### config.mk
export PLATFORM = sky130hd
export DESIGN_NAME = i2c_bit_master_core
export DESIGN_NICKNAME = d
export VERILOG_FILES = /design/src/rtl/core/i2cbm_pkg.sv /design/src/rtl/core/i2c_bit_master_core.sv /design/src/rtl/core/i2cbm_step.sv /design/src/rtl/core/i2cbm_out_stage.sv
export VERILOG_INCLUDE_DIRS = /design/src /design/src/rtl/core
export SDC_FILE = /design/constraint.sdc
export NUM_CORES = 1
export LEC_CHECK = 0
export ABC_AREA = 1
export BUFFER_PORTS_ARGS = -buffer_cell sky130_fd_sc_hd__buf_2
export CORE_MARGIN = 2
export CORE_UTILIZATION = 28
export DETAILED_ROUTE_END_ITERATION = 10
export PLACE_DENSITY = 0.5
export SLEW_MARGIN = 20
export SYNTH_ARGS = -nofsm -noshare
export SYNTH_HDL_FRONTEND = slang
export SYNTH_SLANG_ARGS = --single-unit
### constraint.sdc
create_clock -name clk -period 3.3 [get_ports clk]
set_clock_uncertainty 0.2 [all_clocks]
set_input_delay 0.825 -clock clk [delete_from_list [all_inputs] [get_ports clk]]
set_output_delay 0.825 -clock clk [all_outputs]
set_load 0.05 [all_outputs]
### src/rtl/core/i2c_bit_master_core_macros.svh
// assertion macros for the i2c bit master core
`ifndef I2C_BIT_MASTER_CORE_MACROS_SVH
`define I2C_BIT_MASTER_CORE_MACROS_SVH

`ifndef SYNTHESIS
`define I2CBM_ASSERT(lbl, clk, rst, prop) \
  lbl: assert property (@(posedge clk) disable iff (rst) prop) \
    else $error("i2c bit master check failed");
`define I2CBM_ASSERT_ALWAYS(lbl, clk, prop) \
  lbl: assert property (@(posedge clk) prop) \
    else $error("i2c bit master check failed");
`else
`define I2CBM_ASSERT(lbl, clk, rst, prop)
`define I2CBM_ASSERT_ALWAYS(lbl, clk, prop)
`endif

`endif

### src/rtl/core/i2cbm_pkg.sv
// types and constants shared by the i2c bit master modules
package i2cbm_pkg;

  localparam int CPU_W   = 10;
  localparam int POLL_W  = 8;
  localparam int CFG_IDX_W = 1;
  localparam int CFG_DATA_W = 10;

  localparam logic [CFG_IDX_W-1:0] REG_CYCLES_PER_US  = 1'b0;
  localparam logic [CFG_IDX_W-1:0] REG_ACK_POLL_LIMIT = 1'b1;

  localparam logic [CPU_W-1:0]  CYCLES_PER_US_RST  = 10'd72;
  localparam logic [POLL_W-1:0] ACK_POLL_LIMIT_RST = 8'd250;

  localparam logic [2:0] REQ_START    = 3'd0;
  localparam logic [2:0] REQ_STOP     = 3'd1;
  localparam logic [2:0] REQ_WRITE    = 3'd2;
  localparam logic [2:0] REQ_READ     = 3'd3;
  localparam logic [2:0] REQ_WAIT_ACK = 3'd4;

  typedef enum logic [4:0] {
    PH_IDLE = 5'd0,
    ST_A    = 5'd1,
    ST_B    = 5'd2,
    ST_C    = 5'd3,
    ST_D    = 5'd4,
    SP_A    = 5'd5,
    SP_B    = 5'd6,
    SP_C    = 5'd7,
    WR_A    = 5'd8,
    WR_B    = 5'd9,
    WR_C    = 5'd10,
    WR_END  = 5'd11,
    RD_A    = 5'd12,
    RD_B    = 5'd13,
    RD_C    = 5'd14,
    AK_A    = 5'd15,
    AK_B    = 5'd16,
    AK_C    = 5'd17,
    WA_A    = 5'd18,
    WA_B    = 5'd19,
    WA_POLL = 5'd20
  } phase_t;

  typedef struct packed {
    phase_t            phase;
    logic [CPU_W-1:0]  prescale;
    logic [2:0]        delay;
    logic [3:0]        bit_index;
    logic [7:0]        shift;
    logic [POLL_W-1:0] poll;
    logic              scl;
    logic              sda;
    logic              oe;
    logic [7:0]        rx_hold;
    logic              ack_latch;
    logic              err_pending;
  } st_t;

  typedef struct packed {
    logic       scl;
    logic       sda_out;
    logic       sda_oe;
    logic       busy;
    logic       done;
    logic [7:0] rx_byte;
    logic       ack_error;
  } res_t;

endpackage

### src/rtl/core/i2c_bit_master_core.sv
// i2c bit master core: one item is one clock step of the bus engine
//
// each item on the input channel (in_valid/in_ready) carries a command
// offer (cmd_valid, req_type, tx_byte, ack_after_read) and the sampled
// sda_in level; it advances the engine by one step and yields exactly one
// result item on the output channel (out_valid/out_ready) with the line
// levels, busy, the done pulse, the last read byte and the ack error flag
// the result of an item is registered when the item is accepted and shown in the next cycle
// throughput: one item per cycle unless stalled, set by the single result register
// in front of the receiver; the step logic runs in one pass between the
// engine state registers and that register
// a stalled receiver holds the result; in_ready stays high while the
// result register is empty or being taken, so the engine only pauses
// when a result waits and the receiver is not ready
// bus timing counts items: a phase of n us takes n * cycles_per_us items
// reset clears the engine to idle with scl and sda high and driven, loads
// cycles_per_us 72 and ack_poll_limit 250, and empties the result register
// cfg_we writes cfg_data to register cfg_index in the same cycle
`include "i2c_bit_master_core_macros.svh"

module i2c_bit_master_core (
  input  logic                                 clk,
  input  logic                                 rst,
  input  logic                                 cfg_we,
  input  logic [i2cbm_pkg::CFG_IDX_W-1:0]      cfg_index,
  input  logic [i2cbm_pkg::CFG_DATA_W-1:0]     cfg_data,
  input  logic                                 in_valid,
  output logic                                 in_ready,
  input  logic                                 cmd_valid,
  input  logic [2:0]                           req_type,
  input  logic [7:0]                           tx_byte,
  input  logic                                 ack_after_read,
  input  logic                                 sda_in,
  output logic                                 out_valid,
  input  logic                                 out_ready,
  output logic                                 scl,
  output logic                                 sda_out,
  output logic                                 sda_oe,
  output logic                                 busy_res,
  output logic                                 done_res,
  output logic [7:0]                           rx_byte,
  output logic                                 ack_error
);

  logic [i2cbm_pkg::CPU_W-1:0]  cycles_per_us;
  logic [i2cbm_pkg::POLL_W-1:0] ack_poll_limit;
  i2cbm_pkg::st_t               st;
  i2cbm_pkg::st_t               st_next;
  i2cbm_pkg::res_t              res_step;
  i2cbm_pkg::res_t              res_q;
  logic                         in_accept;

  assign in_accept = in_valid && in_ready;

  always_ff @(posedge clk) begin
    if (rst) begin
      cycles_per_us  <= i2cbm_pkg::CYCLES_PER_US_RST;
      ack_poll_limit <= i2cbm_pkg::ACK_POLL_LIMIT_RST;
    end else if (cfg_we) begin
      case (cfg_index)
        i2cbm_pkg::REG_CYCLES_PER_US:  cycles_per_us  <= cfg_data;
        i2cbm_pkg::REG_ACK_POLL_LIMIT: ack_poll_limit <= cfg_data[i2cbm_pkg::POLL_W-1:0];
        default: ;
      endcase
    end
  end

  always_ff @(posedge clk) begin
    if (rst) begin
      st.phase       <= i2cbm_pkg::PH_IDLE;
      st.prescale    <= '0;
      st.delay       <= '0;
      st.bit_index   <= '0;
      st.shift       <= '0;
      st.poll        <= '0;
      st.scl         <= 1'b1;
      st.sda         <= 1'b1;
      st.oe          <= 1'b1;
      st.rx_hold     <= '0;
      st.ack_latch   <= 1'b0;
      st.err_pending <= 1'b0;
    end else if (in_accept) begin
      st <= st_next;
    end
  end

  i2cbm_step u_step (
    .st             (st),
    .cmd_valid      (cmd_valid),
    .req_type       (req_type),
    .tx_byte        (tx_byte),
    .ack_after_read (ack_after_read),
    .sda_in         (sda_in),
    .cycles_per_us  (cycles_per_us),
    .ack_poll_limit (ack_poll_limit),
    .st_next        (st_next),
    .res            (res_step)
  );

  i2cbm_out_stage u_out (
    .clk       (clk),
    .rst       (rst),
    .load      (in_accept),
    .res_in    (res_step),
    .can_load  (in_ready),
    .out_valid (out_valid),
    .out_ready (out_ready),
    .res_out   (res_q)
  );

  assign scl       = res_q.scl;
  assign sda_out   = res_q.sda_out;
  assign sda_oe    = res_q.sda_oe;
  assign busy_res  = res_q.busy;
  assign done_res  = res_q.done;
  assign rx_byte   = res_q.rx_byte;
  assign ack_error = res_q.ack_error;

  `I2CBM_ASSERT(a_ready_when_empty, clk, rst, !out_valid |-> in_ready)
  `I2CBM_ASSERT(a_done_not_busy, clk, rst, (out_valid && res_q.done) |-> !res_q.busy)
  `I2CBM_ASSERT(a_err_with_done, clk, rst, (out_valid && res_q.ack_error) |-> res_q.done)
  `I2CBM_ASSERT(a_cmd_starts, clk, rst, (in_accept && st.phase == i2cbm_pkg::PH_IDLE && cmd_valid && req_type <= i2cbm_pkg::REQ_WAIT_ACK) |=> (st.phase != i2cbm_pkg::PH_IDLE && out_valid && res_q.busy))
  `I2CBM_ASSERT(a_state_holds, clk, rst, !in_accept |=> $stable(st))

endmodule

### src/rtl/core/i2cbm_step.sv
// next-state and result logic for one clock step of the bit engine
module i2cbm_step (
  input  i2cbm_pkg::st_t                     st,
  input  logic                               cmd_valid,
  input  logic [2:0]                         req_type,
  input  logic [7:0]                         tx_byte,
  input  logic                               ack_after_read,
  input  logic                               sda_in,
  input  logic [i2cbm_pkg::CPU_W-1:0]        cycles_per_us,
  input  logic [i2cbm_pkg::POLL_W-1:0]       ack_poll_limit,
  output i2cbm_pkg::st_t                     st_next,
  output i2cbm_pkg::res_t                    res
);

  function automatic i2cbm_pkg::st_t enter_ph(i2cbm_pkg::st_t s, i2cbm_pkg::phase_t ph);
    i2cbm_pkg::st_t r;
    r = s;
    r.phase = ph;
    case (ph)
      i2cbm_pkg::ST_A:   begin r.oe = 1'b1; r.sda = 1'b1; r.delay = 3'd2; end
      i2cbm_pkg::ST_B:   begin r.scl = 1'b1; r.delay = 3'd5; end
      i2cbm_pkg::ST_C:   begin r.sda = 1'b0; r.delay = 3'd4; end
      i2cbm_pkg::ST_D:   begin r.scl = 1'b0; r.delay = 3'd2; end
      i2cbm_pkg::SP_A:   begin r.oe = 1'b1; r.sda = 1'b0; r.delay = 3'd2; end
      i2cbm_pkg::SP_B:   begin r.scl = 1'b1; r.delay = 3'd5; end
      i2cbm_pkg::SP_C:   begin r.sda = 1'b1; r.delay = 3'd4; end
      i2cbm_pkg::WR_A:   begin r.oe = 1'b1; r.sda = s.shift[7]; r.delay = 3'd2; end
      i2cbm_pkg::WR_B:   begin r.scl = 1'b1; r.delay = 3'd4; end
      i2cbm_pkg::WR_C:   begin r.scl = 1'b0; r.delay = 3'd2; end
      i2cbm_pkg::WR_END: begin r.scl = 1'b0; r.delay = 3'd2; end
      i2cbm_pkg::RD_A:   begin r.oe = 1'b0; r.scl = 1'b0; r.delay = 3'd5; end
      i2cbm_pkg::RD_B:   begin r.scl = 1'b1; r.delay = 3'd2; end
      i2cbm_pkg::RD_C:   begin r.delay = 3'd2; end
      i2cbm_pkg::AK_A:   begin
        r.scl = 1'b0; r.oe = 1'b1; r.sda = ~s.ack_latch; r.delay = 3'd2;
      end
      i2cbm_pkg::AK_B:   begin r.scl = 1'b1; r.delay = 3'd4; end
      i2cbm_pkg::AK_C:   begin r.scl = 1'b0; r.delay = 3'd2; end
      i2cbm_pkg::WA_A:   begin r.oe = 1'b0; r.sda = 1'b1; r.delay = 3'd2; end
      i2cbm_pkg::WA_B:   begin r.scl = 1'b1; r.delay = 3'd2; end
      default:           begin r.delay = 3'd0; end
    endcase
    return r;
  endfunction

  i2cbm_pkg::st_t n;
  logic           tick;
  logic           done_now;
  logic           err_now;

  always_comb begin
    n        = st;
    tick     = 1'b0;
    done_now = 1'b0;
    err_now  = 1'b0;
    if (st.phase == i2cbm_pkg::PH_IDLE) begin
      if (cmd_valid && (req_type <= i2cbm_pkg::REQ_WAIT_ACK)) begin
        n.prescale    = '0;
        n.poll        = '0;
        n.bit_index   = '0;
        n.err_pending = 1'b0;
        case (req_type)
          i2cbm_pkg::REQ_START: n = enter_ph(n, i2cbm_pkg::ST_A);
          i2cbm_pkg::REQ_STOP:  n = enter_ph(n, i2cbm_pkg::SP_A);
          i2cbm_pkg::REQ_WRITE: begin
            n.shift = tx_byte;
            n = enter_ph(n, i2cbm_pkg::WR_A);
          end
          i2cbm_pkg::REQ_READ: begin
            n.shift     = '0;
            n.ack_latch = ack_after_read;
            n = enter_ph(n, i2cbm_pkg::RD_A);
          end
          default: n = enter_ph(n, i2cbm_pkg::WA_A);
        endcase
      end
    end else begin
      if (({1'b0, st.prescale} + 11'd1) >= {1'b0, cycles_per_us}) begin
        n.prescale = '0;
        tick       = 1'b1;
      end else begin
        n.prescale = st.prescale + 10'd1;
      end
      if (tick) begin
        if (n.phase == i2cbm_pkg::WA_POLL) begin
          if (!sda_in) begin
            n.scl    = 1'b0;
            n.phase  = i2cbm_pkg::PH_IDLE;
            n.delay  = 3'd0;
            done_now = 1'b1;
          end else begin
            n.poll = st.poll + 8'd1;
            if (n.poll >= ack_poll_limit) begin
              n.err_pending = 1'b1;
              n = enter_ph(n, i2cbm_pkg::SP_A);
            end
          end
        end else begin
          if (n.delay != 3'd0) n.delay = n.delay - 3'd1;
          if (n.delay == 3'd0) begin
            case (n.phase)
              i2cbm_pkg::ST_A: n = enter_ph(n, i2cbm_pkg::ST_B);
              i2cbm_pkg::ST_B: n = enter_ph(n, i2cbm_pkg::ST_C);
              i2cbm_pkg::ST_C: n = enter_ph(n, i2cbm_pkg::ST_D);
              i2cbm_pkg::SP_A: n = enter_ph(n, i2cbm_pkg::SP_B);
              i2cbm_pkg::SP_B: n = enter_ph(n, i2cbm_pkg::SP_C);
              i2cbm_pkg::SP_C: begin
                n.phase  = i2cbm_pkg::PH_IDLE;
                done_now = 1'b1;
                err_now  = n.err_pending;
              end
              i2cbm_pkg::WR_A: n = enter_ph(n, i2cbm_pkg::WR_B);
              i2cbm_pkg::WR_B: n = enter_ph(n, i2cbm_pkg::WR_C);
              i2cbm_pkg::WR_C: begin
                n.shift     = {n.shift[6:0], 1'b0};
                n.bit_index = n.bit_index + 4'd1;
                n = enter_ph(n, (n.bit_index >= 4'd8) ? i2cbm_pkg::WR_END
                                                      : i2cbm_pkg::WR_A);
              end
              i2cbm_pkg::RD_A: n = enter_ph(n, i2cbm_pkg::RD_B);
              i2cbm_pkg::RD_B: begin
                n.shift = {n.shift[6:0], sda_in};
                n = enter_ph(n, i2cbm_pkg::RD_C);
              end
              i2cbm_pkg::RD_C: begin
                n.bit_index = n.bit_index + 4'd1;
                n = enter_ph(n, (n.bit_index >= 4'd8) ? i2cbm_pkg::AK_A
                                                      : i2cbm_pkg::RD_A);
              end
              i2cbm_pkg::AK_A: n = enter_ph(n, i2cbm_pkg::AK_B);
              i2cbm_pkg::AK_B: n = enter_ph(n, i2cbm_pkg::AK_C);
              i2cbm_pkg::AK_C: begin
                n.rx_hold = n.shift;
                n.phase   = i2cbm_pkg::PH_IDLE;
                done_now  = 1'b1;
              end
              i2cbm_pkg::WA_A: n = enter_ph(n, i2cbm_pkg::WA_B);
              i2cbm_pkg::WA_B: n = enter_ph(n, i2cbm_pkg::WA_POLL);
              default: begin
                n.phase  = i2cbm_pkg::PH_IDLE;
                done_now = 1'b1;
              end
            endcase
            if (done_now) n.delay = 3'd0;
          end
        end
      end
    end
  end

  assign st_next       = n;
  assign res.scl       = n.scl;
  assign res.sda_out   = n.sda;
  assign res.sda_oe    = n.oe;
  assign res.busy      = (n.phase != i2cbm_pkg::PH_IDLE);
  assign res.done      = done_now;
  assign res.rx_byte   = n.rx_hold;
  assign res.ack_error = err_now;

endmodule

### src/rtl/core/i2cbm_out_stage.sv
// result register with valid and ready toward the receiver
module i2cbm_out_stage (
  input  logic            clk,
  input  logic            rst,
  input  logic            load,
  input  i2cbm_pkg::res_t res_in,
  output logic            can_load,
  output logic            out_valid,
  input  logic            out_ready,
  output i2cbm_pkg::res_t res_out
);

  logic            valid;
  i2cbm_pkg::res_t data;

  assign can_load  = !valid || out_ready;
  assign out_valid = valid;
  assign res_out   = data;

  always_ff @(posedge clk) begin
    if (rst) begin
      valid <= 1'b0;
    end else if (load) begin
      valid <= 1'b1;
    end else if (out_ready) begin
      valid <= 1'b0;
    end
  end

  always_ff @(posedge clk) begin
    if (load) begin
      data <= res_in;
    end
  end

endmodule

==> results.md, run 1 <==
- RePlAce Congestion: 0.916
- Post-placement worst setup slack: 94.4 ps
- F_max: 325 MHz
- Design Power: 0.00284 W
- CTS clk-pin slew, worst paths: 60 ps
- Final antenna-violating net count: 0
- DR vias: 5,162
- Global-route wire length before repair: 23.9 mm
- Commonest cells after routing, fill and taps aside: 210 x nand2_1, 107 x inv_1, 79 x nor2_1, 68 x dfxtp_1, 65 x o21ai_0
- Vias/cell: 4.77
- Pint: 0.00191 W
- CTS sink cnt: 84
- Area of the core: 18,700 sq um
- Post-route setup slack: 223 ps
- Area leader, netlist: dfxtp_1
- Max-Cap Viols: 0
- Cells after DPL: 1,066
- First-pass DRT Iterations: 7
- Filler Cell Count: 2,038
- Die Area: 20,200 sq um
- Fin cells: 1,083
- Nets: 897
- Final core occ: 0.331
- CTS buffer count: 9
- # setup viols final: 0
- Tmin final: 3080 ps
- Sw Pwr: 0.000925 W
- Row Count: 50
- Fin. Hold Viols: 0
- Worst min path class: flip-flop to flip-flop
- Pwr Density: 458 nW/um^2
- Post-Syn Nets: 854
- Most frequent CP cell: nand2_1
- Worst Path Required: 3190 ps
- Slowest cell on the critical path: dfxtp_2
- DP HPWL: 10.8 mm
- Die Y: 142 microns
- Wirelength per Cell: 14.0 microns
- Post-CTS Hold Fix Bufs: 0
- Die width: 142 microns
- Adder-cell area share of the yosys netlist: 0.0539
- Slew HR: 0.296
- Static Leak: 2.97 nW
- Post-Synth XOR/XNOR Area: 0.0246
- Status: complete, no violations
- Commonest non-fill, non-tap cell in the layout: nand2_1
- Worst Path Buf+Inv: 2
- GRT Util Overall: 0.150
- Largest net degree at the start of global routing: 39
- Sequential share of power: 0.400
- Netlist cell types: 39
- Netlist Area Pre-Place: 5340 sq um
- Worst Tran Pin Value: 1060 ps
- Yosys top cell area share: 0.262
- Slew Limit Fails: 0
- Combinational power share: 0.234
- Critical path arrival: 2960 ps
- Vias in the first global route: 4,761
- Largest family of logic cells by synthesized area: simple AND/OR/NAND/NOR gates
- DR iter-0 viols: 402
- WS Path Type: flip-flop to flip-flop
- Syn_area_per_cell: 6.67 sq um
- Clock tree root driver cell: clkbuf_16
- Synth top area cells: dfxtp_1 26%, nand2_1 15%, edfxtp_1 7.9%, inv_1 7.5%, o21ai_0 6.1%
- Initial Util: 0.286
- Clock power frac: 0.366
- Max FO, Critical Path: 18
- Simple-Gate Fraction of Synth Area: 0.328
- Portion of netlist area occupied by mux cells: 0
- Register area share after synthesis: 0.341
- Period utilisation layout: 0.932
- Critical-path cell list: ha_2, nand3_2, nor3_2, xor2_1, ha_1, nand2_1, nor2_1, nand2_1, nand2_1, nand2_1, nand3_1, nand2_1, nand2_4, buf_12, inv_1, nand2_1, nand3_1, nor2_1, nand3b_1
- Area added between synthesis and finish: 16.0%
- H-tree depth: 3
- I/O Pins: 46
- WL final: 15.2 mm
- CTS tree: built
- Initial antenna violation count: 1
- Overflow left after global routing: 0
- CP peak stage delay: 370 ps
- Critical Path Sink Type: flip-flop
- CP Launch Type: flip-flop
- DR DRC count: 0
- Layout cell share with drive strength beyond 1: 0.124
- PortBufs: 45
- Post-synthesis compound-gate area fraction: 0.151
- Yosys reg bits: 84
- Synth Warn #: 0
- Cells after Synth: 801
- Bufs on Longest Clock Path: 2
- Worst VDD drop: 0.243 mV
- Clk_lat worst skew: 350 ps
- Sw frac: 0.326
- Crit path max-delay family: simple AND/OR/NAND/NOR gates
- WHS: 264 ps
-- stage by stage --
stage | TNS (ps) | area, sq um
after floorplan | 0 | 5340
after global placement | 0 | 5830
after detailed placement | 0 | 5830
after CTS | 0 | 6130
after global routing | -3.45 | 6190
final | 0 | 6190
-- tightest hold or removal path, stage by stage, from the launching register on --
cell     delay [ps]
dfxtp_1         290
inv_1            60
a21oi_1          60
-- synthesized netlist by cell type (all sizes together) --
cell type	count
nand2	215
inv	116
nor2	89
dfxtp	70
o21ai	67
nand3	54
a21oi	53
ha	23
edfxtp	14
nand4	14
clkbuf	13
xor2	13
a22oi	10
nand3b	10
buf	9
nor3	9
o211ai	9
nor4	2
o2111ai	2
xnor2	2
a2111oi	1
a21o	1
clkinv	1
o211a	1
o21a	1
o31ai	1
or2	1
-- metal layers --
layer  vias up  part of all wire  track usage
met5         -                 0            0
met4         0             0.016       0.0526
met3        15             0.041       0.0333
met2       104              0.47        0.246
met1      2352              0.47        0.193
li1       2691                 -            -
-- path summary, 6_finish.rpt --
| kind | start | endpoint | slack (ps) | depth (start not counted) |
|---|---|---|---|---|
| worst max-delay path | st[36]$_SDFFE_PP0P_ | u_out.res_out[10]$_DFFE_PP_ | 220 | 19 |
| worst min-delay path | cycles_per_us[8]$_SDFFE_PP0P_ | cycles_per_us[8]$_SDFFE_PP0P_ | 260 | 2 |
| worst max register to register | st[36]$_SDFFE_PP0P_ | u_out.res_out[10]$_DFFE_PP_ | 220 | 19 |
| worst min register to register | cycles_per_us[8]$_SDFFE_PP0P_ | cycles_per_us[8]$_SDFFE_PP0P_ | 260 | 2 |
-- kinds of logic after synthesis --
family / count (synthesis)
AO/OA/AOI/OAI: 146
adder cells (fa/ha/maj): 23
flip-flops: 84
buffers and inverters: 139
AND/OR/NAND/NOR: 394
XOR/XNOR: 15
-- area by class of cell --
cell class	count	area, sq um	share of cell area
Timing Repair Buffer	54	323	0.0521
Antenna cell	1	2.50	0.000404
Tap cell	234	293	0.0473
Multi-Input combinational cell	578	3010	0.486
Inverter	117	439	0.0709
Sequential cell	84	1820	0.295
Clock buffer	15	300	0.0485
-- power groups by stage --
stage	logic, W	registers (W)	clock network (W)
after detailed placement	0.000654	0.00116	0
after floorplan	0.000431	0.00120	0
after global routing	0.000741	0.00114	0.00112
after CTS	0.000657	0.00113	0.00108
after global placement	0.000659	0.00116	0
final	0.000665	0.00113	0.00104
-- timing repair --
action | CTS | global route
resized for setup | 0 | 9
setup endpoints to repair | 0 | 45
buffers inserted | 0 | 0
-- registers in the layout (all words and copies together) (netlist names) --
register         flops
st                  51
u_out.res_out       14
cycles_per_us       10
ack_poll_limit       8
u_out.out_valid      1
Note: power is estimated with default switching activity, not from simulation.
==> run 2: changes to the inputs <==
BUFFER_PORTS_ARGS = -buffer_cell sky130_fd_sc_hd__buf_4   (was -buffer_cell sky130_fd_sc_hd__buf_2)
PLACE_DENSITY = 0.47   (was 0.5)
clock period = 2.48 ns   (was 3.3 ns; I/O delays follow)
==> run 2 against run 1 <==
Against the previous run:
- the flow now finishes with violations (negative setup slack)
- via count increased by 6.8%
- global-route usage is 1.7 points higher
- core utilization rose by 6.2 points
- critical path depth decreased by 3
- design area rose by 19%
- cell count is 7.5% higher
- fmax is 11% higher
- clock power up 34%
- highest routed layer unchanged
==> results.md, run 2 (synthesis results as in run 1) <==
- Status: complete, but fails checks
- Failing checks: negative setup slack
- Slew HR: 0.590 (+0.294)
- Antenna fix cells: 0 (-1)
- CTS buffer count: 9 (unchanged)
- CP Launch Type: flip-flop
- Final core occ: 0.393 (+0.0617)
- Pwr Density: 546 nW/um^2 (+19%)
- Die width: 142 microns (unchanged)
- H-tree depth: 3 (unchanged)
- Worst Tran Pin Value: 600 ps (-455 ps)
- Filler Cell Count: 1,944 (-4.6%)
- Layout cell share with drive strength beyond 1: 0.268 (+0.144)
- CTS sink cnt: 84 (unchanged)
- Fin. Hold Viols: 0 (unchanged)
- Area of the core: 18,700 sq um (unchanged)
- Vias in the first global route: 5,074 (+6.6%)
- RSZ-0062 raised after global routing: yes
- Largest net degree at the start of global routing: 39 (unchanged)
- Initial Util: 0.286 (unchanged)
- Largest register by flop count: st
- Max FO, Critical Path: 9 (-9)
- Bufs on Longest Clock Path: 2 (unchanged)
- Period utilisation layout: 1.12 (+0.187)
- Area added between synthesis and finish: 37.6%
- DR DRC count: 0 (unchanged)
- # setup viols final: 64 (+64)
- Commonest non-fill, non-tap cell in the layout: nand2_1
- Post-route setup slack: -296 ps (-520 ps)
- Fin cells: 1,164 (+7.5%)
- DP HPWL: 11.9 mm (+9.7%)
- Die Area: 20,200 sq um (unchanged)
- Largest register FFs: 51 (unchanged)
- PortBufs: 45 (unchanged)
- Die Y: 142 microns (unchanged)
- Max-Cap Viols: 0 (unchanged)
- Overflow left after global routing: 0 (unchanged)
- Nets: 978 (+9.0%)
- I/O Pins: 46 (unchanged)
- Tmin final: 2780 ps (-300 ps)
- Worst min path class: flip-flop to flip-flop
- GRT Util Overall: 0.167 (+0.0169)
- Initial antenna violation count: 0 (-1)
- WS Path Type: flip-flop to flip-flop
- Final antenna-violating net count: 0 (unchanged)
- Clk_lat worst skew: 360 ps (about the same)
- Cells after DPL: 1,133 (+6.3%)
- Worst Path Required: 2390 ps (-800 ps)
- Critical path arrival: 2680 ps (-280 ps)
- WL final: 16.5 mm (+9.0%)
- Row Count: 50 (unchanged)
- DR iter-0 viols: 304 (-24%)
- Worst VDD drop: 0.363 mV (+50%)
- Clock tree root driver cell: clkbuf_16
- F_max: 360 MHz (+11%)
- Final setup TNS: -13,850 ps (-13,850 ps)
- CTS tree: built
- Critical Path Sink Type: flip-flop
- RePlAce Congestion: 0.855 (-6.6%)
- CTS clk-pin slew, worst paths: 60 ps (about the same)
- Slew Limit Fails: 0 (unchanged)
- Vias/cell: 4.74 (-0.65%)
- Static Leak: 3.53 nW (+19%)
- Post-CTS Hold Fix Bufs: 0 (unchanged)
- Wirelength per Cell: 14.2 microns (+1.4%)
- Commonest cells after routing, fill and taps aside: 185 x nand2_1, 122 x buf_4, 106 x inv_1, 73 x nor2_1, 65 x dfxtp_1
- DR vias: 5,512 (+6.8%)
- Global-route wire length before repair: 26.3 mm (+9.8%)
- First-pass DRT Iterations: 5 (-2)
-- run 2: layout make-up --
type / count / area [sq um] / area share
Tap cell: 234 / 293 / 0.0398
Clock inverter: 4 / 50.0 / 0.00681
Multi-Input combinational cell: 580 / 3370 / 0.458
Clock buffer: 12 / 236 / 0.0322
Timing Repair Buffer: 133 / 1130 / 0.153
Inverter: 117 / 439 / 0.0598
Sequential cell: 84 / 1840 / 0.250
-- run 2: power by group --
group	total, W	switching (W)	leakage (nW)	internal (W)
sequential	0.00151	0.0000450	0.712	0.00146
clock	0.00139	0.000608	0.134	0.000781
combinational	0.00111	0.000700	2.68	0.000414
total	0.00401	0.00135	3.53	0.00266
-- run 2: worst paths after layout --
| check | start | to | slack (ps) | depth (start not counted) |
|---|---|---|---|---|
| worst min register to register | cycles_per_us[2]$_SDFFE_PP0P_ | cycles_per_us[2]$_SDFFE_PP0P_ | 260 | 2 |
| worst max-delay path | st[37]$_SDFFE_PP0P_ | u_out.res_out[13]$_DFFE_PP_ | -300 | 16 |
| worst max register to register | st[37]$_SDFFE_PP0P_ | u_out.res_out[13]$_DFFE_PP_ | -300 | 16 |
| worst min-delay path | cycles_per_us[2]$_SDFFE_PP0P_ | cycles_per_us[2]$_SDFFE_PP0P_ | 260 | 2 |
-- run 2: worst max-delay path, cell delays in order, from the launching register on --
cell and delay (ps):
dfxtp_4 370, nand3_2 80, nand3b_1 210, nor2_2 140, nand2_1 70, xor2_1 150
inv_1 90, ha_4 270, nand4_1 120, nand3_2 110, nand2_4 110, nand2_8 140
buf_4 130, buf_6 90, nand3_4 70, nand3b_1 90, nand2_1 70
-- run 2: stage by stage --
step / hold slack, ps / total power, W / instance area [sq um] / worst slack, ps
after floorplan: 235 / 0.00218 / 5410 / -224
after detailed placement: 253 / 0.00258 / 6530 / -426
final: 262 / 0.00401 / 7350 / -296
after global routing: 278 / 0.00422 / 7350 / -534
after global placement: 253 / 0.00259 / 6530 / -411
after CTS: 265 / 0.00403 / 7130 / -293
-- run 2: per-layer routing --
layer | vias up | wire (microns) | global-route usage
li1 | 2871 | - | -
met1 | 2520 | 7840 | 0.220
met2 | 102 | 7750 | 0.273
met3 | 19 | 661 | 0.0360
met4 | 0 | 291 | 0.0500
met5 | - | 0 | 0
-- run 2: timing repair --
action                                  CTS  global route
resized for setup                        58            42
endpoints found under the setup margin   64            64
gates cloned                              3             2
pin swaps                                22             9
hold endpoints to repair                  0             0
setup buffers                             8             2
